**src/hdl/rsl_pkg.sv**
```systemverilog
// types, codes and constants of the rgb status led controller
// no dependencies
package rsl_pkg;

    typedef enum logic [1:0] {
        REQ_TICK   = 2'd0,
        REQ_USER   = 2'd1,
        REQ_STATUS = 2'd2
    } req_t;

    typedef enum logic [1:0] {
        CFG_PWM_PERIOD  = 2'd0,
        CFG_MS_PER_TICK = 2'd1,
        CFG_HOLD_MS     = 2'd2
    } cfg_idx_t;

    localparam logic [2:0] STATUS_SUCCESS      = 3'd0;
    localparam logic [2:0] STATUS_LOCKED       = 3'd1;
    localparam logic [2:0] STATUS_SHUTDOWN     = 3'd2;
    localparam logic [2:0] STATUS_NOT_CHARGING = 3'd3;
    localparam logic [2:0] STATUS_CC           = 3'd4;
    localparam logic [2:0] STATUS_CV           = 3'd5;
    localparam logic [2:0] STATUS_DONE         = 3'd6;

    // floor(x / 255) for 16-bit x is (x * 0x8081) >> 23
    localparam logic [15:0] DIV255_RECIP = 16'h8081;
    localparam int          DIV255_SHIFT = 23;
    localparam int          INC_W        = 9;

    localparam logic [INC_W-1:0] INC_RESET        = 9'd257;
    localparam logic [15:0]      MS_PER_TICK_RESET = 16'd256;
    localparam logic [15:0]      HOLD_MS_RESET     = 16'd300;

    typedef struct packed {
        logic [7:0] red;
        logic [7:0] green;
        logic [7:0] blue;
    } color_t;

    function automatic color_t status_color(input logic [2:0] code);
        color_t c;
        c = '0;
        case (code)
            STATUS_SUCCESS:      c = '{red: 8'd10, green: 8'd10, blue: 8'd10};
            STATUS_LOCKED:       c = '{red: 8'd0,  green: 8'd0,  blue: 8'd20};
            STATUS_SHUTDOWN:     c = '{red: 8'd20, green: 8'd20, blue: 8'd20};
            STATUS_NOT_CHARGING: c = '{red: 8'd10, green: 8'd0,  blue: 8'd10};
            STATUS_CC:           c = '{red: 8'd2,  green: 8'd0,  blue: 8'd0};
            STATUS_CV:           c = '{red: 8'd2,  green: 8'd2,  blue: 8'd0};
            STATUS_DONE:         c = '{red: 8'd0,  green: 8'd2,  blue: 8'd0};
            default:             c = '0;
        endcase
        return c;
    endfunction

endpackage

```
**src/hdl/rgb_status_led_controller_top.sv**
```systemverilog
// top level of the rgb status led controller
// depends on rsl_pkg
//
// Takes one word per clock cycle on the input channel while the output is not
// stalled, and produces at most one word of three PWM compare values per input
// word. The stages are the input register, the decision stage (which updates the
// stored user colour, tick, change tick and transient flag) and the duty stage
// (three 8x9 multiplies by the per-step increment). The decision stage is a loop
// through the stored change tick: one 16x16 multiply of the tick difference by
// ms_per_tick_reg (Q8.8), saturate, compare with hold_ms. The increment
// floor(pwm_period / 255) is computed when pwm_period is written, so
// configuration must be written by the user only while the block is idle; the block does not enforce it.
module rgb_status_led_controller_top
    import rsl_pkg::*;
(
    input  logic        clk,
    input  logic        rst_n,

    input  logic        cfg_wr_en,
    input  logic [1:0]  cfg_index,
    input  logic [15:0] cfg_data,

    input  logic        in_valid,
    output logic        in_ready,
    input  logic [1:0]  req_type,
    input  logic [15:0] tick_now,
    input  logic [7:0]  red_in,
    input  logic [7:0]  green_in,
    input  logic [7:0]  blue_in,
    input  logic [2:0]  status_code,

    output logic        out_valid,
    input  logic        out_ready,
    output logic [15:0] duty_red,
    output logic [15:0] duty_green,
    output logic [15:0] duty_blue,
    output logic        is_transient
);

    // configuration
    logic [INC_W-1:0] inc_reg;
    logic [15:0]      ms_per_tick_reg;
    logic [15:0]      hold_ms_reg;
    logic [31:0]      inc_prod;

    // input stage
    logic        s1_valid_reg;
    logic [1:0]  s1_req_reg;
    logic [15:0] s1_tick_reg;
    color_t      s1_color_reg;
    logic [2:0]  s1_status_reg;

    // decision stage
    logic        s2_valid_reg, s2_valid_next;
    color_t      s2_color_reg, s2_color_next;
    logic        s2_trans_reg, s2_trans_next;

    // block state
    logic [15:0] last_tick_reg, last_tick_next;
    logic [15:0] change_tick_reg, change_tick_next;
    logic        trans_active_reg, trans_active_next;
    color_t      user_color_reg, user_color_next;

    // output stage
    logic        out_valid_reg;
    logic [15:0] duty_red_reg, duty_green_reg, duty_blue_reg;
    logic        is_transient_reg;

    logic        out_adv;
    logic        s2_free;
    logic        s1_adv;
    logic        in_take;

    logic [15:0] diff;
    logic [31:0] elapsed_prod;
    logic [15:0] elapsed;
    color_t      stat_color;
    logic [16:0] mul_red, mul_green, mul_blue;

    assign out_adv = !out_valid_reg || out_ready;
    assign s2_free = !s2_valid_reg || out_adv;
    assign s1_adv  = s1_valid_reg && s2_free;
    assign in_ready = !s1_valid_reg || s2_free;
    assign in_take  = in_valid && in_ready;

    assign inc_prod = 32'(cfg_data) * 32'(DIV255_RECIP);

    always_ff @(posedge clk or negedge rst_n)
    begin
        if (!rst_n)
        begin
            inc_reg         <= INC_RESET;
            ms_per_tick_reg <= MS_PER_TICK_RESET;
            hold_ms_reg     <= HOLD_MS_RESET;
        end
        else if (cfg_wr_en)
        begin
            unique case (cfg_idx_t'(cfg_index))
                CFG_PWM_PERIOD:  inc_reg <= inc_prod[DIV255_SHIFT +: INC_W];
                CFG_MS_PER_TICK: ms_per_tick_reg <= cfg_data;
                CFG_HOLD_MS:     hold_ms_reg <= cfg_data;
                default:         ;
            endcase
        end
    end

    // input register
    always_ff @(posedge clk or negedge rst_n)
    begin
        if (!rst_n)
        begin
            s1_valid_reg <= 1'b0;
        end
        else if (in_ready)
        begin
            s1_valid_reg <= in_valid;
        end
    end

    always_ff @(posedge clk)
    begin
        if (in_take)
        begin
            s1_req_reg    <= req_type;
            s1_tick_reg   <= tick_now;
            s1_color_reg  <= '{red: red_in, green: green_in, blue: blue_in};
            s1_status_reg <= status_code;
        end
    end

    // elapsed ms since last colour change, Q8.8 product truncated and saturated
    assign diff         = s1_tick_reg - change_tick_reg;
    assign elapsed_prod = 32'(diff) * 32'(ms_per_tick_reg);
    assign elapsed      = (elapsed_prod[31:24] != 8'd0) ? 16'hFFFF : elapsed_prod[23:8];
    assign stat_color   = status_color(s1_status_reg);

    always_comb
    begin
        last_tick_next    = last_tick_reg;
        change_tick_next  = change_tick_reg;
        trans_active_next = trans_active_reg;
        user_color_next   = user_color_reg;
        s2_valid_next     = 1'b0;
        s2_color_next     = user_color_reg;
        s2_trans_next     = 1'b0;

        unique case (req_t'(s1_req_reg))
            REQ_TICK:
            begin
                last_tick_next = s1_tick_reg;
                if (trans_active_reg && (elapsed > hold_ms_reg))
                begin
                    s2_valid_next = 1'b1;
                    s2_color_next = user_color_reg;
                    s2_trans_next = 1'b0;
                end
            end
            REQ_USER:
            begin
                user_color_next = s1_color_reg;
                if (!trans_active_reg)
                begin
                    s2_valid_next = 1'b1;
                    s2_color_next = s1_color_reg;
                    s2_trans_next = 1'b0;
                end
            end
            REQ_STATUS:
            begin
                // unknown status code is dropped
                if (s1_status_reg <= STATUS_DONE)
                begin
                    s2_valid_next = 1'b1;
                    s2_color_next = stat_color;
                    s2_trans_next = (s1_status_reg != STATUS_LOCKED);
                end
            end
            default: ;
        endcase

        // every written colour restarts the hold timer from the latest tick
        if (s2_valid_next)
        begin
            trans_active_next = s2_trans_next;
            change_tick_next  = last_tick_next;
        end
    end

    always_ff @(posedge clk or negedge rst_n)
    begin
        if (!rst_n)
        begin
            last_tick_reg    <= '0;
            change_tick_reg  <= '0;
            trans_active_reg <= 1'b0;
            user_color_reg   <= '0;
        end
        else if (s1_adv)
        begin
            last_tick_reg    <= last_tick_next;
            change_tick_reg  <= change_tick_next;
            trans_active_reg <= trans_active_next;
            user_color_reg   <= user_color_next;
        end
    end

    always_ff @(posedge clk or negedge rst_n)
    begin
        if (!rst_n)
        begin
            s2_valid_reg <= 1'b0;
        end
        else if (s2_free)
        begin
            s2_valid_reg <= s1_adv && s2_valid_next;
        end
    end

    always_ff @(posedge clk)
    begin
        if (s1_adv)
        begin
            s2_color_reg <= s2_color_next;
            s2_trans_reg <= s2_trans_next;
        end
    end

    // duty = value * floor(period / 255), kept to 16 bits
    assign mul_red   = 17'(s2_color_reg.red) * 17'(inc_reg);
    assign mul_green = 17'(s2_color_reg.green) * 17'(inc_reg);
    assign mul_blue  = 17'(s2_color_reg.blue) * 17'(inc_reg);

    always_ff @(posedge clk or negedge rst_n)
    begin
        if (!rst_n)
        begin
            out_valid_reg <= 1'b0;
        end
        else if (out_adv)
        begin
            out_valid_reg <= s2_valid_reg;
        end
    end

    always_ff @(posedge clk)
    begin
        if (out_adv && s2_valid_reg)
        begin
            duty_red_reg     <= mul_red[15:0];
            duty_green_reg   <= mul_green[15:0];
            duty_blue_reg    <= mul_blue[15:0];
            is_transient_reg <= s2_trans_reg;
        end
    end

    assign out_valid    = out_valid_reg;
    assign duty_red     = duty_red_reg;
    assign duty_green   = duty_green_reg;
    assign duty_blue    = duty_blue_reg;
    assign is_transient = is_transient_reg;

endmodule

```
**config.mk**
```make
export PLATFORM = sky130hd
export DESIGN_NAME = rgb_status_led_controller_top
export DESIGN_NICKNAME = d
export VERILOG_FILES = /design/src/hdl/rsl_pkg.sv /design/src/hdl/rgb_status_led_controller_top.sv
export SDC_FILE = /design/constraint.sdc
export NUM_CORES = 1
export LEC_CHECK = 0
export BUFFER_PORTS_ARGS = -buffer_cell sky130_fd_sc_hd__buf_4
export CAP_MARGIN = 20
export CELL_PAD_IN_SITES_DETAIL_PLACEMENT = 1
export CELL_PAD_IN_SITES_GLOBAL_PLACEMENT = 1
export CORE_AREA = 2 2 314 192
export DETAILED_ROUTE_END_ITERATION = 16
export DIE_AREA = 0 0 316 194
export PLACE_DENSITY_LB_ADDON = 0.1
export SYNTH_ARGS = -nofsm -noshare
export SYNTH_HDL_FRONTEND = slang
export SYNTH_SLANG_ARGS = --single-unit
```
**constraint.sdc**
```tcl
create_clock -name clk -period 10.65 [get_ports clk]
set_input_delay 2.13 -clock clk [delete_from_list [all_inputs] [get_ports clk]]
set_output_delay 2.13 -clock clk [all_outputs]
set_load 0.01 [all_outputs]
```
==> results of run 1 <==
[placed cells by master (no fill, tap or decap), types with 67 or more instances in the layout]
master / count
nand2_1: 307
mux2_2: 73
ha_1: 296
dfrtp_1: 94
inv_1: 430
and2_1: 235
nor2_1: 67
edfxtp_1: 119
nand3_1: 69
buf_4: 182
fa_1: 310
[per-layer routing]
| layer | part of all wire | vias up |
|---|---|---|
| met5 | 0 | - |
| met3 | 0.080 | 71 |
| met1 | 0.50 | 10400 |
| li1 | - | 9152 |
| met2 | 0.40 | 571 |
| met4 | 0.015 | 0 |
[kinds of logic (layout without fill, tap and decap cells)]
logic type	after synthesis	after routing	synth area share
simple gates	858	858	0.168
compound gates	303	303	0.0768
other cells	0	1	0
flops	220	220	0.230
fa+ha+maj	622	622	0.382
mux	91	91	0.0376
buf+inv	567	678	0.0804
xor+xnor	78	78	0.0257
[repair_timing]
action                     CTS  global route
gates resized for setup     10            66
pin swaps                    3            34
setup endpoints to repair   18            18
setup buffers                7            10
cloned                       0             4
[worst paths after layout]
kind,startpoint,to,slack (ns)
setup / recovery,s1_tick_reg[0],s2_valid_reg,0.27
hold / removal,s2_trans_reg,is_transient,0.45
setup reg to reg,s1_tick_reg[0],s2_valid_reg,0.27
hold reg to reg,s2_trans_reg,is_transient,0.45
max in group asynchronous,rst_n,hold_ms_reg[15],7.83
min in group asynchronous,rst_n,last_tick_reg[13],1.63
[stage by stage]
step                setup TNS, ns  hold slack [ns]
floorplan                       0            0.400
detailed placement          -1.93            0.437
global placement                0            0.407
global route               -0.410            0.452
finish                          0            0.451
CTS                             0            0.458
[worst reg2reg max path: cells and delay by family, from the launching register on]
family,cells,cell delay [ns]
AOI/OAI and AO/OA,13,2.40
xor gates and xnor gates,2,0.29
and+or+nand+nor,10,2.26
buffers and inverters,9,1.02
adders and majority gates,10,3.88
DFF,1,0.39
[cell type report]
cell class                      count  area, µm²  share of cell area
Multi-Input combinational cell   1952      18700               0.625
Clock buffer                       32        683              0.0228
Tap cell                          781        977              0.0326
Sequential cell                   220       6110               0.204
Clock inverter                     16        198             0.00659
Timing Repair Buffer              199       1650              0.0552
Inverter                          431       1620              0.0539
Antenna cell                        1       2.50           0.0000834
==> results_dict.tcl, run 1 <==
set metrics [dict create \
    status "complete, no violations" \
    synth_top_area_cell "fa_1" \
    async_reset_ff_frac 0.459 \
    period_needed_ns 10.38 \
    clk_path_buf_depth 3 \
    grt-ovfl-total 0 \
    utilization 0.513 \
    clk_pin_slew_ns 0.06 \
    gr-max-usage-layer "met1" \
    placed_area_um2 28400 \
    synth_seq_area_share 0.230 \
    worstSetupPathDepth 44 \
    placementRows 69 \
    path_delay_family "adder cells" \
    hold_viol 0 \
    initial_core_util 0.455 \
    min_path_type "flip-flop to flip-flop" \
    cap_violations 0 \
    grtUsageMet3 0.0621 \
    clock_latency_ns 0.59 \
    vias 20200 \
    path_common_cell "fa_1" \
    worstMarginPinSlew_ns 1.15 \
    htreeDepth 1 \
    period_share 0.975 \
    post-synth-top-count-cell "inv_1" \
    synthCells 2739 \
    rsz0062_at_grt "true" \
    syn2layout_area_growth_pct 12.7 \
    crit_type "flip-flop to flip-flop" \
    cts_hold_buf 0 \
    fillers 6514 \
    drt-initial-drc-count 1377 \
    place_worst_setup_slack_ns -0.275 \
    syn_area_um2 26600 \
    cts_tree "done" \
    grt_pass1_wl_mm 127 \
    fmax_mhz 96.3 \
    final_cells 3632 \
    track_usage 0.270 \
    io_pins 119 \
    report.final.slew_viol_count 0 \
    worstSetupStartpointType "flip-flop" \
    postSynthAreaPerCell_um2 9.72 \
    dieWidth_um 316 \
    setup_slack_ns 0.271 \
    vias_per_cell 5.57 \
    synth_commonest_cells "inv_1 (431), fa_1 (317), nand2_1 (307)" \
    netlist_top_cells_area "fa_1 (24%), ha_1 (14%), edfxtp_1 (13%), dfrtp_1 (8.8%), inv_1 (6.1%)" \
    setup_viol 0 \
    port_buffers 118 \
    max-slew-margin-rel 0.229 \
    cts.sinks 220 \
    syn-num-nets 3429 \
    die-area_um2 61300 \
    synth_edf_count 119 \
    yosysUniqueCellTypes 75 \
    final_area_um2 30000 \
    critPathArrivalTime_ns 10.85 \
    grt.met2_usage 0.378 \
    critPathMaxFanout 10 \
    worst_clock_skew_ns 0.0294 \
    first_pass_iters 5 \
    die_h_um 194 \
    yosys_warnings 0 \
    place_congestion 0.984 \
    dp_hpwl_mm 63.9 \
    synth_top_area_frac 0.238 \
    fin_nets 3520 \
    clock-root-buffer "clkbuf_16" \
    core-area_um2 58400 \
    routedWlPerCell_um 22.7 \
    slowest_delay_ns 0.52 \
    min_path_cells 0 \
    reg2regPathDepth 44 \
    dp_cells 3558 \
    gr-usage-met1 0.430 \
    grt_pass1_vias 21800 \
    worst-path-buf-inv 9 \
    worstPathRequired_ns 11.12 \
    ys_seq_elements 220 \
    endpoint_kind "flip-flop" \
    drive_above_1_share 0.141 \
    crit_slowest_cell "fa_1" \
    ys.flop_type "edfxtp_1" \
    wl_mm 82.3 \
    drc 0 \
    antenna_found_initial 3 \
    numCtsBuffers 26 \
    antenna_left 0 \
    grt_start_max_net_pins 55 \
]
Power of run 1 is not shown: default switching activity piles up to over one toggle a cycle in this logic, so the estimate is an artifact.
==> run 2, diff against run 1 <==
--- a/config.mk
+++ b/config.mk
@@ -10,6 +10,7 @@
 export CELL_PAD_IN_SITES_DETAIL_PLACEMENT = 1
 export CELL_PAD_IN_SITES_GLOBAL_PLACEMENT = 1
 export CORE_AREA = 2 2 314 192
+export CTS_BUF_LIST = sky130_fd_sc_hd__clkbuf_16
 export DETAILED_ROUTE_END_ITERATION = 16
 export DIE_AREA = 0 0 316 194
 export PLACE_DENSITY_LB_ADDON = 0.1
==> results_dict.tcl, run 2 (synthesized netlist as in run 1, its figures left out) <==
set metrics [dict create \
    status "complete, no violations" \
    cts_tree "done" \
    antenna_left 0 \
    setup_slack_ns 0.272 \
    worstMarginPinSlew_ns 1.13 \
    dieWidth_um 316 \
    dp_cells 3558 \
    report.final.slew_viol_count 0 \
    fin_setup_tns_ns 0 \
    core-area_um2 58400 \
    holdWs_ns 0.449 \
    placementRows 69 \
    worst_clock_skew_ns 0.0315 \
    first_pass_iters 7 \
    vias 20200 \
    crit_slowest_cell "fa_1" \
    clock_latency_ns 0.60 \
    final_cells 3632 \
    cts_hold_buf 0 \
    clk_path_buf_depth 3 \
    hold_viol 0 \
    die_h_um 194 \
    max-slew-margin-rel 0.243 \
    io_pins 119 \
    clk_pin_slew_ns 0.06 \
    grt_pass1_vias 21800 \
    syn2layout_area_growth_pct 12.7 \
    critPathMaxFanout 10 \
    period_needed_ns 10.38 \
    worstSetupStartpointType "flip-flop" \
    mostFrequentLayoutCell "inv_1" \
    antenna_found_initial 3 \
    slowest_delay_ns 0.52 \
    htreeDepth 1 \
    endpoint_kind "flip-flop" \
    path_common_cell "fa_1" \
    die-area_um2 61300 \
    fmax_mhz 96.4 \
    clock-root-buffer "clkbuf_16" \
    cap_violations 0 \
    grt_pass1_wl_mm 127 \
    track_usage 0.270 \
    port_buffers 118 \
    numCtsBuffers 26 \
    dp_hpwl_mm 63.9 \
    routedWlPerCell_um 22.6 \
    min_path_cells 0 \
    min_path_type "flip-flop to flip-flop" \
    crit_type "flip-flop to flip-flop" \
    setup_viol 0 \
    grt_start_max_net_pins 55 \
    wl_mm 82.2 \
    drive_above_1_share 0.141 \
    place_worst_setup_slack_ns -0.275 \
    fin_nets 3520 \
    grt-ovfl-total 0 \
    drt-initial-drc-count 1399 \
    critPathArrivalTime_ns 10.85 \
    drc 0 \
    worstPathRequired_ns 11.12 \
    cts.sinks 220 \
    rsz0062_at_grt "true" \
    place_congestion 0.984 \
    period_share 0.975 \
    initial_core_util 0.455 \
    layout_common_cells "inv_1 (435), fa_1 (310), nand2_1 (307)" \
    reg2regPathDepth 45 \
    vias_per_cell 5.57 \
]
[run 2: cell types whose count changed in the layout (fill, tap and decap cells not counted)]
cell      delta
clkbuf_1     -5
clkbuf_8     -1
inv_1        +5
buf_16       +1
clkinv_1     +1
buf_8        -1
[run 2: worst max-delay path: cells and delay by family, from the launching register on]
family	cells	cell delay, ns
AOI/OAI and AO/OA	18	3.33
DFF	1	0.39
buffers and inverters	9	1.07
adders and majority gates	10	3.82
and+or+nand+nor	7	1.43
xor gates and xnor gates	1	0.15
[run 2: area by class of cell]
class | instances | area [µm²]
Timing Repair Buffer | 199 | 1670
Tap cell | 781 | 977
Fill cell | 6508 | 28500
Inverter | 431 | 1620
Multi-Input combinational cell | 1952 | 18700
Clock inverter | 22 | 220
Clock buffer | 26 | 651
Sequential cell | 220 | 6110
Antenna cell | 1 | 2.50
[run 2: stage by stage]
step | utilization | instance area (µm²)
6_report | 0.513 | 30000
5_1_grt | 0.513 | 30000
4_1_cts | 0.503 | 29400
3_5_place_dp | 0.487 | 28400
3_3_place_gp | 0.486 | 28400
2_1_floorplan | - | 26600
[run 2: timing repair]
item | in CTS | in global routing
pin swaps | 3 | 34
endpoints found under the hold margin | 0 | 0
cloned | 0 | 4
resized for setup | 10 | 66
endpoints found under the setup margin | 18 | 18
setup buffers | 7 | 10
[run 2: final timing paths]
check                                from                end  slack, ns
max                        s1_tick_reg[0]       s2_valid_reg       0.27
min                          s2_trans_reg       is_transient       0.45
max reg2reg                s1_tick_reg[0]       s2_valid_reg       0.27
min reg2reg                  s2_trans_reg       is_transient       0.45
max in group asynchronous           rst_n    hold_ms_reg[15]       7.83
min in group asynchronous           rst_n  last_tick_reg[13]       1.63
[run 2: layer usage]
layer / vias to the layer above / routed length [µm] / global-route usage
met5: - / 0 / 0
met4: 0 / 1230 / 0.0369
met3: 70 / 6720 / 0.0621
met2: 592 / 33000 / 0.377
met1: 10400 / 41300 / 0.430
li1: 9157 / - / -
Power of run 2 is left out for the same reason.
